[src/hw/rtl/bdq_pkg.sv]
// Shared types, codes and sizing helpers for the bounded deque core.
package bdq_pkg;

	typedef enum logic [2:0] {
		MODE_PUSH_FRONT = 3'd0,
		MODE_PUSH_BACK  = 3'd1,
		MODE_POP_FRONT  = 3'd2,
		MODE_POP_BACK   = 3'd3,
		MODE_PEEK_FRONT = 3'd4,
		MODE_PEEK_BACK  = 3'd5,
		MODE_CLEAR      = 3'd6
	} mode_t;

	typedef enum logic [1:0] {
		ST_OK    = 2'd0,
		ST_EMPTY = 2'd1,
		ST_FULL  = 2'd2
	} status_t;

	typedef enum logic [1:0] {
		SEL_NONE  = 2'd0,
		SEL_FRONT = 2'd1,
		SEL_BACK  = 2'd2
	} sel_t;

	typedef struct packed {
		logic shr;
		logic shl;
		logic ld_back;
	} cell_ctl_t;

	localparam int unsigned TREE_FAN = 16;

	function automatic int unsigned tree_levels(int unsigned n);
		int unsigned p;
		int unsigned l;
		p = 1;
		l = 0;
		for (int k = 0; k < 32; k++) begin
			if (p < n) begin
				p = p * TREE_FAN;
				l = l + 1;
			end
		end
		return l;
	endfunction

endpackage

[src/hw/rtl/bdq_cell.sv]
// One storage cell of the deque chain: shifts with its neighbors or loads a pushed value.
module bdq_cell #(
	parameter int unsigned IDX = 0,
	parameter int unsigned VW  = 32,
	parameter int unsigned CW  = 11
) (
	input  logic              clk,
	input  bdq_pkg::cell_ctl_t ctl,
	input  logic [CW-1:0]     count,
	input  logic [VW-1:0]     push_data,
	input  logic [VW-1:0]     left_data,
	input  logic [VW-1:0]     right_data,
	output logic [VW-1:0]     data,
	output logic [VW-1:0]     tap
);
	import bdq_pkg::*;

	logic [VW-1:0] data_q;

	always_ff @(posedge clk) begin
		if (ctl.shr) begin
			data_q <= left_data;
		end else if (ctl.shl) begin
			data_q <= right_data;
		end else if (ctl.ld_back && (count == CW'(IDX))) begin
			data_q <= push_data;
		end
	end

	assign data = data_q;
	assign tap  = (count == CW'(IDX + 1)) ? data_q : '0;

endmodule

[config.mk]
export PLATFORM = sky130hd
export DESIGN_NAME = bdq_cell
export DESIGN_NICKNAME = d
export VERILOG_FILES = /design/src/hw/rtl/bdq_pkg.sv /design/src/hw/rtl/bdq_cell.sv
export SDC_FILE = /design/constraint.sdc
export NUM_CORES = 1
export LEC_CHECK = 0
export ABC_AREA = 1
export BUFFER_PORTS_ARGS = -buffer_cell sky130_fd_sc_hd__buf_2
export CAP_MARGIN = 20
export CORE_AREA = 2 2 85 87
export DETAILED_ROUTE_END_ITERATION = 6
export DIE_AREA = 0 0 87 89
export GPL_ROUTABILITY_DRIVEN = 0
export PLACE_DENSITY_LB_ADDON = 0.15
export SYNTH_ARGS = -nofsm -noshare
export SYNTH_HDL_FRONTEND = slang
export SYNTH_SLANG_ARGS = --single-unit
[constraint.sdc]
create_clock -name clk -period 1.68 [get_ports clk]
set_input_delay 0.336 -clock clk [delete_from_list [all_inputs] [get_ports clk]]
set_output_delay 0.336 -clock clk [all_outputs]
set_load 0.02 [all_outputs]
==> results.json, run 1 <==
{
  "run_status": "completed",
  "detail-route-antenna-nets": 0,
  "core_um2": 6720,
  "syn_inst": 264,
  "synth.distinct_cells": 13,
  "ir_worst_vdd_mv": 0.266,
  "io_pins": 175,
  "critPathCaptureType": "output pin",
  "start_kind": "input pin",
  "synth_area_um2": 2000,
  "grt_pass1_vias": 2046,
  "wl_met2_um": 3320,
  "worstPathCellList": "buf_2 > nor2_1 > nand2_1 > nor2_2 > nand2_2 > buf_12 > nor2_1 > buf_2",
  "cts_tree": "done",
  "io_buffers": 174,
  "tightest_slew_ps": 610,
  "drt-initial-drc-count": 112,
  "min_to": "data[3]$_DFFE_PP_",
  "path_delay_family": "simple AND/OR/NAND/NOR gates",
  "cts_root_buffer": "clkbuf_8",
  "fp.dieW_um": 87,
  "max_stage_delay_ps": 170,
  "whs_path_depth": 3,
  "diodes": 0,
  "htree_levels": 2,
  "ys_warn_count": 0,
  "crit_arrival_ps": 1260,
  "min_period_over_period": 0.951,
  "grt_first_pass_wirelength_um": 9540,
  "totalWireLength_um": 6480,
  "final_cell_mix": "buf_2, a21oi_1, nor2_1, nand2_1, inv_1",
  "grt_overflow": 0,
  "clkTransAtPathRegs_ps": 70,
  "wire_per_inst_um": 12.6,
  "cts_buffers": 5,
  "fin_setup_tns_ps": 0,
  "power_density_nw_per_um2": 704,
  "antenna_found_initial": 0,
  "design_power_total_w": 0.00214,
  "start_util": 0.297,
  "slew_headroom": 0.593,
  "cts.sinks": 32,
  "die_height_um": 89,
  "critPathLaunch": "count[9]",
  "dr.pass1.iters": 4,
  "num-nets-final": 546,
  "crit_slowest_cell": "buf_12",
  "path_max_fanout": 19,
  "post_drt_via_cell_ratio": 4.41,
  "grt_max_degree": 33,
  "dr_total_vias": 2272,
  "synth_fp_nets": 375,
  "hold_path_class": "in2reg",
  "fin_ws_ps": 82.8,
  "largest_register_ffs": 32,
  "hold_start": "left_data[3]",
  "fillers": 703,
  "place_hpwl_um": 5010,
  "yosysSeqAreaShare": 0.481,
  "critPathBufInv": 3,
  "clock.fmax_ghz": 0.626,
  "die_area_um2": 7740,
  "wl_met1_um": 2540,
  "drc": 0,
  "area_delta_synth_final_pct": 52.4,
  "postSynthAreaPerCell_um2": 7.57,
  "pre_cts_ws_ps": 64.0,
  "p_leak_nw": 1.69,
  "period_needed_ps": 1600,
  "rows": 30,
  "grt.total_usage": 0.162,
  "cts_max_path_buffers": 2,
  "final_common_cell": "buf_2",
  "finalSetupViolations": 0,
  "final_layout_size_suffix_gt1_frac": 0.464,
  "worstSetupPathType": "in2out",
  "max-cap-violations": 0,
  "required_ps": 1340,
  "top_layer": "met4",
  "grt_setup_unrepaired": "no",
  "drv_slew": 0,
  "wl_met3_um": 513,
  "hold_violations": 0,
  "synth-seq-cells": 32
}
[per-stage QoR]
stage	util	std cells	area, um^2	hold WS, ps
after floorplan	-	264	2000	566
after global placement	0.439	508	2950	656
after detailed placement	0.439	508	2950	664
after CTS	0.450	515	3030	368
after global routing	0.453	515	3050	387
final	0.453	515	3050	379
[per-layer routing]
layer | up-vias | track usage
met1 | 983 | 0.181
met2 | 107 | 0.296
met3 | 9 | 0.0397
met4 | 0 | 0.0653
met5 | - | 0
li1 | 1173 | -
[tightest hold or removal path: cells and delay by family]
kind | cells | cell delay (ps)
AO/OA/AOI/OAI | 1 | 100
buffers and inverters | 1 | 80
AND/OR/NAND/NOR | 1 | 30
[timing repair]
action,CTS,global route
hold buffers,0,0
setup endpoints to repair,0,7
resized for setup,0,7
hold endpoints to repair,0,0
buffers inserted,0,0
[cell families (layout without fill, tap and decap cells)]
kind of cell	Yosys count	in the layout	share of synthesized area
flip-flops	32	32	0.481
AO/OA/AOI/OAI	64	64	0.160
buffers and inverters	56	227	0.129
AND/OR/NAND/NOR	112	112	0.230
[Yosys cell counts]
cell	count	area (um^2)
a21oi_1	64	320
buf_2	11	55.1
buf_4	3	22.5
buf_6	3	33.8
edfxtp_1	32	961
inv_1	37	139
inv_2	2	7.51
nand2_1	39	146
nand2_2	1	6.26
nand3_1	1	5.00
nor2_1	59	221
nor2_2	11	68.8
nor2_4	1	11.3
[cell type report]
| type | count | area (um^2) | share of cell area |
|---|---|---|---|
| Timing Repair Buffer | 181 | 980 | 0.322 |
| Sequential cell | 32 | 961 | 0.316 |
| Multi-Input combinational cell | 176 | 782 | 0.257 |
| Inverter | 39 | 146 | 0.0481 |
| Tap cell | 80 | 100 | 0.0329 |
| Clock buffer | 5 | 68.8 | 0.0226 |
| Clock inverter | 2 | 7.51 | 0.00247 |
[power breakdown]
group          internal [W]  switching (W)
Combinational      0.000229       0.000335
Clock              0.000273       0.000263
Sequential         0.000993      0.0000514
Total               0.00150       0.000649
[worst max-delay path by stage]
stage                     depth (start not counted)  slack (ps)                 to
after global routing                              8           4            tap[15]
after CTS                                         8          60            tap[20]
final                                             8          80            tap[17]
after global placement                            8          90            tap[20]
after floorplan                                   4         170  data[0]$_DFFE_PP_
after detailed placement                          8          60            tap[20]
Power figures use the tool's default switching activity.
==> run 2: changes to the inputs <==
--- a/config.mk
+++ b/config.mk
@@ -9,6 +9,7 @@
 export BUFFER_PORTS_ARGS = -buffer_cell sky130_fd_sc_hd__buf_2
 export CAP_MARGIN = 20
 export CORE_AREA = 2 2 85 87
+export CTS_BUF_LIST = sky130_fd_sc_hd__clkbuf_16
 export DETAILED_ROUTE_END_ITERATION = 6
 export DIE_AREA = 0 0 87 89
 export GPL_ROUTABILITY_DRIVEN = 0
==> results.json, run 2 (synthesis gave the netlist of run 1 again) <==
{
  "run_status": "completed",
  "p_leak_nw": 1.71,
  "grt_setup_unrepaired": "no",
  "tightest_slew_ps": 597,
  "critPathCaptureType": "output pin",
  "drc": 0,
  "slew_headroom": 0.601,
  "post_drt_via_cell_ratio": 4.44,
  "io_pins": 175,
  "grt_max_degree": 33,
  "fin_cells": 515,
  "rows": 30,
  "min_period_over_period": 0.951,
  "fp.dieW_um": 87,
  "area_delta_synth_final_pct": 55.2,
  "start_util": 0.297,
  "drt-initial-drc-count": 90,
  "crit_arrival_ps": 1260,
  "drv_slew": 0,
  "grt.total_usage": 0.162,
  "grt_first_pass_wirelength_um": 9520,
  "core_um2": 6720,
  "cts_tree": "done",
  "antenna_found_initial": 0,
  "start_kind": "input pin",
  "hold_violations": 0,
  "hold_path_class": "in2reg",
  "fillers": 694,
  "totalWireLength_um": 6440,
  "final_common_cell": "buf_2",
  "required_ps": 1340,
  "place_hpwl_um": 5010,
  "die_area_um2": 7740,
  "final_cell_mix": "buf_2, a21oi_1, nor2_1, nand2_1, inv_1",
  "detail-route-antenna-nets": 0,
  "num-nets-final": 546,
  "path_max_fanout": 19,
  "grt_overflow": 0,
  "final_layout_size_suffix_gt1_frac": 0.464,
  "period_needed_ps": 1600,
  "cts_max_path_buffers": 2,
  "io_buffers": 174,
  "die_height_um": 89,
  "largest_register_ffs": 32,
  "finalSetupViolations": 0,
  "cts_buffers": 5,
  "dpl.cell_count": 508,
  "fin_setup_tns_ps": 0,
  "grt_pass1_vias": 2055,
  "clkTransAtPathRegs_ps": 50,
  "power_density_nw_per_um2": 779,
  "hold_buffers": 0,
  "ir_worst_vdd_mv": 0.316,
  "cts.sinks": 32,
  "htree_levels": 2,
  "cts_root_buffer": "clkbuf_16",
  "wire_per_inst_um": 12.5,
  "dr.pass1.iters": 4,
  "max-cap-violations": 0,
  "diodes": 0,
  "dr_total_vias": 2285,
  "clock.fmax_ghz": 0.626,
  "worstSetupPathType": "in2out"
}
run 2: cell counts in the layout (fill, tap and decap cells not counted):
No cell type changed its count.
run 2: layout make-up:
| class | count | area (um^2) | area share |
|---|---|---|---|
| clock buffer | 5 | 125 | 0.0403 |
| clock inverter | 2 | 7.51 | 0.00242 |
| inverter | 39 | 146 | 0.0472 |
| multi-input combinational | 176 | 782 | 0.252 |
| sequential | 32 | 961 | 0.310 |
| tap | 80 | 100 | 0.0323 |
| timing repair buffer | 181 | 980 | 0.316 |
run 2: worst max-delay path, cell delays in order:
cell	delay, ps
buf_2	100
nor2_1	100
nand2_1	70
nor2_2	130
nand2_2	90
buf_12	170
nor2_1	90
buf_2	170
run 2: metal layers:
metal,vias up,part of all wire,global-route usage
met2,113,0.52,0.296
li1,1178,-,-
met4,0,0.011,0.0611
met5,-,0,0
met1,990,0.39,0.180
met3,4,0.077,0.0425
run 2: final timing paths:
path	from	end	cells past startpoint
setup / recovery	count[9]	tap[17]	8
hold / removal	left_data[7]	data[7]$_DFFE_PP_	3
run 2: repair_timing:
item,CTS,global route
setup buffers,0,0
setup endpoints to repair,0,7
gates resized for setup,0,7
run 2: where the power goes:
part           internal (W)  leakage [nW]  switching [W]
Clock              0.000527        0.0648       0.000276
Sequential         0.000996         0.324      0.0000519
Combinational      0.000229          1.32       0.000335
run 2: stage by stage:
step / hold WS, ps / worst slack [ps] / area (um^2) / total power, W / utilization
6_report: 393 / 82.6 / 3100 / 0.00242 / 0.462
5_1_grt: 402 / 3.74 / 3100 / 0.00256 / 0.462
3_5_place_dp: 664 / 64.0 / 2950 / 0.00163 / 0.439
2_1_floorplan: 566 / 170 / 2000 / 0.00136 / -
3_3_place_gp: 656 / 85.8 / 2950 / 0.00163 / 0.439
4_1_cts: 383 / 56.5 / 3080 / 0.00245 / 0.459
==> run 3: changes to the inputs <==
==> constraint.sdc (replaced) <==
create_clock -name clk -period 1.68 [get_ports clk]
set_input_delay 0.252 -clock clk [delete_from_list [all_inputs] [get_ports clk]]
set_output_delay 0.252 -clock clk [all_outputs]
set_load 0.02 [all_outputs]
==> results.json, run 3 (synthesis gave the netlist of run 1 again) <==
{
  "final_common_cell": "buf_2",
  "required_ps": 1430,
  "cts.sinks": 32,
  "core_um2": 6720,
  "p_leak_nw": 1.71,
  "hold_buffers": 0,
  "min_period_over_period": 0.856,
  "dr.pass1.iters": 4,
  "clkTransAtPathRegs_ps": 50,
  "cts_tree": "done",
  "pre_cts_ws_ps": 238,
  "detail-route-antenna-nets": 0,
  "tightest_slew_ps": 628,
  "hold_violations": 0,
  "grt_pass1_vias": 1993,
  "drv_slew": 0,
  "hold_path_class": "in2reg",
  "ctsResizeCount": 0,
  "ir_worst_vdd_mv": 0.370,
  "path_max_fanout": 19,
  "dr_total_vias": 2279,
  "num-nets-final": 547,
  "crit_arrival_ps": 1190,
  "totalWireLength_um": 6550,
  "run_status": "completed",
  "antenna_found_initial": 0,
  "fin_setup_tns_ps": 0,
  "drt-initial-drc-count": 64,
  "fin_ws_ps": 243,
  "power_density_nw_per_um2": 797,
  "grt_setup_unrepaired": "no",
  "rows": 30,
  "period_needed_ps": 1440,
  "grt_max_degree": 33,
  "grt.total_usage": 0.159,
  "area_delta_synth_final_pct": 53.7,
  "fp.dieW_um": 87,
  "grt_first_pass_wirelength_um": 9550,
  "cts_buffers": 5,
  "slew_headroom": 0.581,
  "finalSetupViolations": 0,
  "final_cell_mix": "buf_2, a21oi_1, nor2_1, nand2_1, inv_1",
  "io_pins": 175,
  "diodes": 0,
  "wire_per_inst_um": 12.7,
  "htree_levels": 2,
  "place_hpwl_um": 5050,
  "cts_max_path_buffers": 2,
  "cts_root_buffer": "clkbuf_16",
  "grt_overflow": 0,
  "io_buffers": 174,
  "drc": 0,
  "die_height_um": 89,
  "critPathCaptureType": "output pin",
  "postCtsSetupBuffers": 0,
  "start_kind": "input pin",
  "start_util": 0.297,
  "post_drt_via_cell_ratio": 4.41,
  "worstSetupPathType": "in2out",
  "die_area_um2": 7740,
  "final_layout_size_suffix_gt1_frac": 0.469,
  "largest_register_ffs": 32,
  "clock.fmax_ghz": 0.696,
  "max-cap-violations": 0
}
-- run 3: cell types whose count changed in the layout (fill, tap and decap cells not counted) --
cell,before,now
clkinv_1,2,1
clkinv_2,0,2
buf_2,168,174
buf_6,1,0
buf_4,9,7
buf_12,3,1
-- run 3: path summary, 6_finish.rpt --
| kind | start | end | cells after the start |
|---|---|---|---|
| hold / removal | left_data[12] | data[12]$_DFFE_PP_ | 3 |
| setup / recovery | count[9] | tap[15] | 8 |
-- run 3: power breakdown --
group / leakage (nW) / switching, W / internal, W
clock: 0.0710 / 0.000303 / 0.000537
sequential: 0.324 / 0.0000506 / 0.000995
combinational: 1.32 / 0.000336 / 0.000227
-- run 3: layer usage --
layer,global-route usage,share of wire,vias up
met5,0,0,-
met4,0.0597,0.012,0
met3,0.0295,0.067,6
met2,0.283,0.51,88
met1,0.192,0.41,1006
li1,-,-,1179
-- run 3: area by class of cell --
class | instances | area (um^2)
multi-input cells | 176 | 782
well taps | 80 | 100
clock buffers | 5 | 125
clock inverters | 3 | 13.8
repair buffers | 182 | 943
fillers | 696 | 3650
inverters | 39 | 146
flip-flops and latches | 32 | 961
-- run 3: through the flow --
stage	total power (W)	cell area, um^2	util	hold WS, ps	instances
floorplan	0.00136	2000	-	482	264
global placement	0.00162	2930	0.436	570	509
detailed placement	0.00163	2930	0.436	581	509
CTS	0.00248	3070	0.457	296	517
global route	0.00257	3070	0.457	300	517
finish	0.00245	3070	0.457	296	517
-- run 3: critical path: stages --
cell,delay (ps)
buf_2,90
nor2_1,90
nand2_1,60
nor2_2,130
nand2_2,60
buf_4,210
nor2_1,100
buf_2,170
